===== src/sv/vgrt_pkg.sv =====
`default_nettype none
package vgrt_pkg;

  localparam int unsigned CoordBits = 16;
  localparam int unsigned FracBits  = 16;
  localparam int unsigned DeltaBits = 32;
  localparam int unsigned SideBits  = 40;
  localparam int unsigned StepBits  = 10;
  localparam int unsigned DivSteps  = 32;
  localparam int unsigned AccBits   = 66;

  localparam logic [1:0] StatQuery = 2'd0;
  localparam logic [1:0] StatHit   = 2'd1;
  localparam logic [1:0] StatMiss  = 2'd2;
  localparam logic [1:0] StatNoRay = 2'd3;

  localparam logic [2:0] FaceNone = 3'd6;
  localparam logic [1:0] AxisNone = 2'd3;

  localparam logic [1:0] SignZero  = 2'd0;
  localparam logic [1:0] SignPlus  = 2'd1;
  localparam logic [1:0] SignMinus = 2'd3;

  localparam logic RegMaxDistance = 1'b0;
  localparam logic RegMaxSteps    = 1'b1;

  typedef enum logic [1:0] {
    EMIT_START_E,
    EMIT_NORAY_E,
    EMIT_HIT_E,
    EMIT_STEP_E
  } emit_kind_e;

  typedef struct packed {
    logic                         operation;
    logic signed [31:0]           origin_x;
    logic signed [31:0]           origin_y;
    logic signed [31:0]           origin_z;
    logic signed [15:0]           dir_x;
    logic signed [15:0]           dir_y;
    logic signed [15:0]           dir_z;
    logic                         occupied;
  } in_item_t;

  typedef struct packed {
    logic signed [15:0]           voxel_x;
    logic signed [15:0]           voxel_y;
    logic signed [15:0]           voxel_z;
    logic [1:0]                   status;
    logic [2:0]                   face;
    logic [StepBits-1:0]          steps_taken;
  } out_item_t;

  typedef struct packed {
    logic       load;
    logic       div_init;
    logic       div_step;
    logic       div_first;
    logic       setup_wr;
    logic [1:0] axis;
    logic       step;
    logic       abs_en;
    logic       sq_en;
    logic       acc_en;
    logic       emit;
    emit_kind_e kind;
  } dp_cmd_t;

  typedef struct packed {
    logic ray_active;
  } dp_status_t;

endpackage
`default_nettype wire


===== src/sv/vgrt_ctrl.sv =====
`default_nettype none
module vgrt_ctrl (
  input  wire logic                 clk_i,
  input  wire logic                 rst_ni,
  input  wire logic                 in_valid_i,
  output logic                      in_stall_o,
  input  wire logic                 op_i,
  input  wire logic                 occ_i,
  output logic                      out_valid_o,
  input  wire logic                 out_stall_i,
  input  wire vgrt_pkg::dp_status_t status_i,
  output vgrt_pkg::dp_cmd_t         cmd_o
);
  import vgrt_pkg::*;

  localparam logic [2:0] StIdle  = 3'd0;
  localparam logic [2:0] StSetup = 3'd1;
  localparam logic [2:0] StDiv   = 3'd2;
  localparam logic [2:0] StMul   = 3'd3;
  localparam logic [2:0] StStep  = 3'd4;
  localparam logic [2:0] StSq    = 3'd5;
  localparam logic [2:0] StEmit  = 3'd6;

  logic [2:0]  state_q, state_d;
  logic [4:0]  cnt_q, cnt_d;
  logic [1:0]  axis_q, axis_d;
  emit_kind_e  kind_q, kind_d;
  logic        out_valid_q, out_valid_d;
  logic        accept, out_free;

  assign in_stall_o  = (state_q != StIdle);
  assign accept      = in_valid_i && (state_q == StIdle);
  assign out_free    = !out_valid_q || !out_stall_i;
  assign out_valid_o = out_valid_q;

  // Sequence one transaction through setup, step and emit phases
  always_comb begin
    state_d     = state_q;
    cnt_d       = cnt_q;
    axis_d      = axis_q;
    kind_d      = kind_q;
    out_valid_d = out_valid_q && out_stall_i;
    cmd_o       = '0;
    cmd_o.kind  = kind_q;
    cmd_o.axis  = axis_q;
    unique case (state_q)
      StIdle: begin
        if (accept) begin
          if (!op_i) begin
            cmd_o.load = 1'b1;
            axis_d     = 2'd0;
            state_d    = StSetup;
          end else if (!status_i.ray_active) begin
            kind_d  = EMIT_NORAY_E;
            state_d = StEmit;
          end else if (occ_i) begin
            kind_d  = EMIT_HIT_E;
            state_d = StEmit;
          end else begin
            state_d = StStep;
          end
        end
      end
      StSetup: begin
        cmd_o.div_init = 1'b1;
        cnt_d          = '0;
        state_d        = StDiv;
      end
      StDiv: begin
        cmd_o.div_step  = 1'b1;
        cmd_o.div_first = (cnt_q == '0);
        cnt_d           = cnt_q + 5'd1;
        if (cnt_q == 5'(DivSteps - 1)) state_d = StMul;
      end
      StMul: begin
        cmd_o.setup_wr = 1'b1;
        if (axis_q == 2'd2) begin
          kind_d  = EMIT_START_E;
          state_d = StEmit;
        end else begin
          axis_d  = axis_q + 2'd1;
          state_d = StSetup;
        end
      end
      StStep: begin
        cmd_o.step = 1'b1;
        cnt_d      = '0;
        state_d    = StSq;
      end
      StSq: begin
        // Three-stage pipe: difference, square, accumulate
        cmd_o.axis   = cnt_q[1:0];
        cmd_o.abs_en = (cnt_q < 5'd3);
        cmd_o.sq_en  = (cnt_q >= 5'd1) && (cnt_q <= 5'd3);
        cmd_o.acc_en = (cnt_q >= 5'd2);
        cnt_d        = cnt_q + 5'd1;
        if (cnt_q == 5'd4) begin
          kind_d  = EMIT_STEP_E;
          state_d = StEmit;
        end
      end
      StEmit: begin
        if (out_free) begin
          cmd_o.emit  = 1'b1;
          out_valid_d = 1'b1;
          state_d     = StIdle;
        end
      end
      default: state_d = StIdle;
    endcase
  end

  always_ff @(posedge clk_i or negedge rst_ni) begin
    if (!rst_ni) begin
      state_q     <= StIdle;
      cnt_q       <= '0;
      axis_q      <= '0;
      kind_q      <= EMIT_START_E;
      out_valid_q <= 1'b0;
    end else begin
      state_q     <= state_d;
      cnt_q       <= cnt_d;
      axis_q      <= axis_d;
      kind_q      <= kind_d;
      out_valid_q <= out_valid_d;
    end
  end

endmodule
`default_nettype wire


===== config.mk =====
export PLATFORM = sky130hd
export DESIGN_NAME = vgrt_ctrl
export DESIGN_NICKNAME = d
export VERILOG_FILES = /design/src/sv/vgrt_pkg.sv /design/src/sv/vgrt_ctrl.sv
export SDC_FILE = /design/constraint.sdc
export NUM_CORES = 1
export LEC_CHECK = 0
export ABC_AREA = 1
export BUFFER_PORTS_ARGS = -buffer_cell sky130_fd_sc_hd__buf_2
export CAP_MARGIN = 10
export CELL_PAD_IN_SITES_DETAIL_PLACEMENT = 0
export CELL_PAD_IN_SITES_GLOBAL_PLACEMENT = 1
export CORE_MARGIN = 2
export CORE_UTILIZATION = 36
export DETAILED_ROUTE_END_ITERATION = 6
export GPL_TIMING_DRIVEN = 0
export HOLD_SLACK_MARGIN = 0.08
export PLACE_DENSITY_LB_ADDON = 0.08
export SLEW_MARGIN = 20
export SYNTH_ARGS = -nofsm -noshare
export SYNTH_HDL_FRONTEND = slang
export SYNTH_SLANG_ARGS = --single-unit

===== constraint.sdc =====
create_clock -name clk_i -period 1.6 [get_ports clk_i]
set_input_delay 0.08 -clock clk_i [delete_from_list [all_inputs] [get_ports clk_i]]
set_output_delay 0.08 -clock clk_i [all_outputs]
set_load 0.1 [all_outputs]

=== Word-level counts from Yosys, hierarchy flattened ===
Index checks and enable logic that the tools add are counted.

* Output and inout bits: 16
* Logic and storage cells: 80
* Register bits: 13

* Add/sub/neg operators: 2
* Reductions and logical operators: 17
* Eq/ne operators: 18
* Magnitude comparators: 4
* Muxes and demuxes: 34

{| class="wikitable"
|+ Operators with widths
! kind !! number
|-
| $mux W2 || 12
|-
| $mux W3 || 8
|-
| $pmux W3 S7 || 1
|-
| $ne A2 B2 Y1 const B || 8
|-
| $mux W1 || 10
|-
| $pmux W5 S2 || 1
|-
| $eq A3 B3 Y1 const B || 3
|-
| $reduce_and A4 Y1 || 2
|-
| $eq A3 B2 Y1 const B || 2
|-
| $pmux W2 S3 || 1
|-
| $reduce_and A6 Y1 || 1
|-
| $reduce_bool A3 Y1 || 2
|-
| $add A5 B1 Y5 const B || 1
|-
| $eq A5 B3 Y1 const B || 1
|-
| $eq A5 B5 Y1 const B || 1
|-
| $ge A5 B1 Y1 const B || 1
|-
| $ge A5 B2 Y1 const B || 1
|-
| $le A5 B2 Y1 const B || 1
|-
| $logic_not A5 Y1 || 1
|-
| $lt A5 B2 Y1 const B || 1
|-
| $pmux W2 S2 || 1
|-
| $reduce_bool A2 Y1 || 2
|-
| $reduce_or A2 Y1 || 2
|-
| $eq A3 B1 Y1 const B || 1
|-
| other kinds (7) || 10
|}

=== Depth between registers and ports, before layout ===
* Word-level depth: 5
* Gate-level depth with buffers: 10
* Depth with buffers taken out: 10

=== Worst setup path after synthesis ===
OpenSTA, ideal clock, no wires.

* Path kind: reg2out
* Start: register state_q[1]
* End: output cmd_o[4] (netlist name)
* Required time: 1.520 ns
* Stages on the path, launching flop included: 6
* Setup slack: -1.321 ns
* Buffers on the path: 0
* Arrival: 2.841 ns
* Cells stage by stage: dfrtp_1 inv_2 nand2_4 nor2_2 o21ai_0 nor3_1

{| class="wikitable"
|+ RTL lines
! what !! RTL line !! source
|-
| start: declaration || vgrt_ctrl.sv:24 || <nowiki>logic [2:0] state_q, state_d;</nowiki>
|-
| start signal: assignment || vgrt_ctrl.sv:115 || <nowiki>state_q <= StIdle;</nowiki>
|-
| start signal: assignment || vgrt_ctrl.sv:121 || <nowiki>state_q <= state_d;</nowiki>
|-
| end: declaration || vgrt_ctrl.sv:12 || <nowiki>output vgrt_pkg::dp_cmd_t cmd_o</nowiki>
|}

==> impl_metrics.env <==
export IMPL_status="finished clean"
export IMPL_gp_congestion=0.785
export IMPL_fin_worst_skew_ps=1.82
export IMPL_antenna_found_initial=0
export IMPL_hold_viol_final=0
export IMPL_vias_per_cell=4.84
export IMPL_place_hpwl_mm=1.70
export IMPL_ir_drop_uv=396
export IMPL_ys_top_cells_by_area="dfrtp_1 (34%), nand2_1 (15%), o21ai_0 (8.9%)"
export IMPL_layout_drive_gt1_share_pct=40.1
export IMPL_synth_cell_types=21
export IMPL_drtPass1Iterations=4
export IMPL_cts_buffers=3
export IMPL_first_iter_violations=24
export IMPL_syn_to_final_growth_pct=44.3
export IMPL_syn_inst=138
export IMPL_ys_flop_type="dfrtp_1"
export IMPL_drc=0
export IMPL_synth_nets=151
export IMPL_via_count=977
export IMPL_end_kind="output port"
export IMPL_slew_headroom_pct=67.9
export IMPL_p_leak_nw=0.766
export IMPL_hold_class="input pin to flop"
export IMPL_slew_viol_final=0
export IMPL_crit_required_ps=1520
export IMPL_ant_nets=0
export IMPL_grt_pass1_vias=908
export IMPL_syn_cell_area_sq_um=960
export IMPL_synth_most_common_cell="nand2_1"
export IMPL_crit_arrival_ps=1490
export IMPL_clk_insertion_delay_late_ps=270
export IMPL_setup_slack_ps=31.7
export IMPL_cts_root_buf="clkbuf_4"
export IMPL_clk_pin_slew_ps=80
export IMPL_fill_cells=246
export IMPL_tightest_slew_ps=485
export IMPL_synthTopCellsByCount="nand2_1 (38), inv_1 (19), o21ai_0 (17)"
export IMPL_switchingPower_mw=0.119
export IMPL_drv_cap=0
export IMPL_die_area_sq_um=3090
export IMPL_grt_pass1_wl_mm=4.10
export IMPL_power_density_nw_per_um2=400
export IMPL_period_minus_slack_ps=1570
export IMPL_ys_seq_elements=13
export IMPL_switching_share_pct=21.5
export IMPL_fmax_mhz=638
export IMPL_pwr_share_comb_pct=4.5
export IMPL_syn_avg_cell_area_sq_um=6.95
export IMPL_ioPinCount=23
export IMPL_cts_buffer_depth=2
export IMPL_critPathLaunchType="flop"
export IMPL_cts_htree_levels=1
export IMPL_cp_max_fo=5
export IMPL_clock_sinks=13
export IMPL_synth_edf_count=0
export IMPL_drt_wl_total_mm=2.37
export IMPL_yosysTopAreaCellShare_pct=33.9
export IMPL_fin_nets=186
export IMPL_min_period_over_period_pct=98.0
export IMPL_critPathKind="flop to output port"
export IMPL_seq_area_frac_synth_pct=33.9
export IMPL_dieHeight_um=55.6
export IMPL_cts_tree="done"
export IMPL_core_area_sq_um=2500
export IMPL_place_ws_ps=-57.7
export IMPL_synth_warnings=0
export IMPL_grt_max_degree=14
export IMPL_wl_per_cell_um=11.7
export IMPL_rsz0062_at_grt="true"
export IMPL_start_util_pct=38.4
export IMPL_finalSetupViolCount=0
export IMPL_synth_top_area_cell="dfrtp_1"
export IMPL_rows=18
export IMPL_grt_usage_pct=16.6
export IMPL_gr_total_overflow=0
export IMPL_ys_async_sr_fraction_pct=100
export IMPL_final_util_pct=55.4
export IMPL_port_buffers=22
export IMPL_power_frac_clock_pct=36.3
export IMPL_seq_power_share_pct=59.2
export IMPL_antenna_cells=0
export IMPL_die_x_um=55.6
export IMPL_p_int_mw=0.435
[flip-flops by register name, summed over array words and instances, names as in the netlist]
register	count
axis_q	2
cnt_q	5
state_q	3
out_valid_o	1
kind_q	2
[layout make-up]
class | count | area, sq um | share of cell area (%)
repair buffers | 30 | 245 | 17.7
flip-flops and latches | 13 | 328 | 23.7
inverters | 21 | 95.1 | 6.87
clock buffers | 4 | 26.3 | 1.90
plain buffers | 2 | 22.5 | 1.63
multi-input cells | 102 | 631 | 45.5
well taps | 30 | 37.5 | 2.71
[metrics by stage]
| step | total power, mW | hold WS (ps) | instances | TNS (ps) | area, sq um |
|---|---|---|---|---|---|
| after floorplan | 0.341 | -216 | 138 | -3570 | 996 |
| after global placement | 0.356 | -11.4 | 190 | -40.3 | 1140 |
| after detailed placement | 0.356 | -6.28 | 190 | -57.7 | 1140 |
| after CTS | 0.571 | 125 | 198 | 0 | 1280 |
| after global routing | 0.590 | 152 | 202 | -175 | 1390 |
| final | 0.554 | 141 | 202 | 0 | 1390 |
[final timing paths]
path,cells after the start,slack [ps],start,end
setup reg to reg,9,130,cnt_q[1],state_q[2]
setup / recovery,6,30,state_q[1],cmd_o[4]
max in group asynchronous,2,1100,rst_ni,state_q[1]
hold reg to reg,2,480,kind_q[1],kind_q[1]
min in group asynchronous,2,230,rst_ni,cnt_q[0]
hold / removal,5,140,status_i,kind_q[1]
[worst max-delay path: stages, from the launching register on]
cell	delay, ps
dfrtp_2	480
inv_4	100
nand2_4	60
nor2_4	130
o21ai_2	70
nor3_2	130
buf_6	250
[layout by cell type, fill, tap and decap left out, types with 2 or more instances in the layout]
| cell type | instances |
|---|---|
| nand2_1 | 35 |
| inv_1 | 16 |
| o21ai_0 | 12 |
| dfrtp_1 | 11 |
| buf_2 | 11 |
| nor2_1 | 9 |
| buf_6 | 8 |
| buf_4 | 8 |
| nand2_2 | 7 |
| nor2_2 | 5 |
| nor2_4 | 5 |
| nand3_1 | 5 |
| ha_1 | 5 |
| o21ai_1 | 4 |
| clkbuf_4 | 4 |
| inv_4 | 2 |
| nand3_4 | 2 |
| o21ai_2 | 2 |
| nor3_2 | 2 |
| nand3_2 | 2 |
| dfrtp_2 | 2 |
| dlygate4sd3_1 | 2 |
[metal layers]
metal,share of wire [%],vias up,GRT usage [%]
met5,0,-,0
met2,47,21,26.0
met1,48,445,22.8
met3,4.8,2,5.12
li1,-,509,-
met4,0.42,0,3.14
[cells by family (layout without fill, tap and decap cells)]
logic type | after synthesis | after routing | synth area share, %
DFF | 13 | 13 | 33.9
buffers and inverters | 23 | 57 | 10.4
adders and majority gates | 6 | 6 | 7.82
AOI/OAI and AO/OA | 20 | 20 | 11.3
and+or+nand+nor | 76 | 76 | 36.5
[power by group through the flow]
stage          combinational, mW  clock, mW  sequential (mW)
2_1_floorplan            0.00586          0            0.335
3_3_place_gp              0.0210          0            0.335
3_5_place_dp              0.0215          0            0.335
4_1_cts                   0.0256      0.217            0.328
5_1_grt                   0.0290      0.233            0.328
6_report                  0.0249      0.201            0.328
[repair_timing]
action                                  4_1_cts  5_1_grt
pin swaps                                     0        5
endpoints found under the setup margin       10       15
buffers inserted                              2        4
hold buffers                                  2        0
resized for setup                            23       25
hold endpoints to repair                     14        0
(Power assumes the default switching activity.)
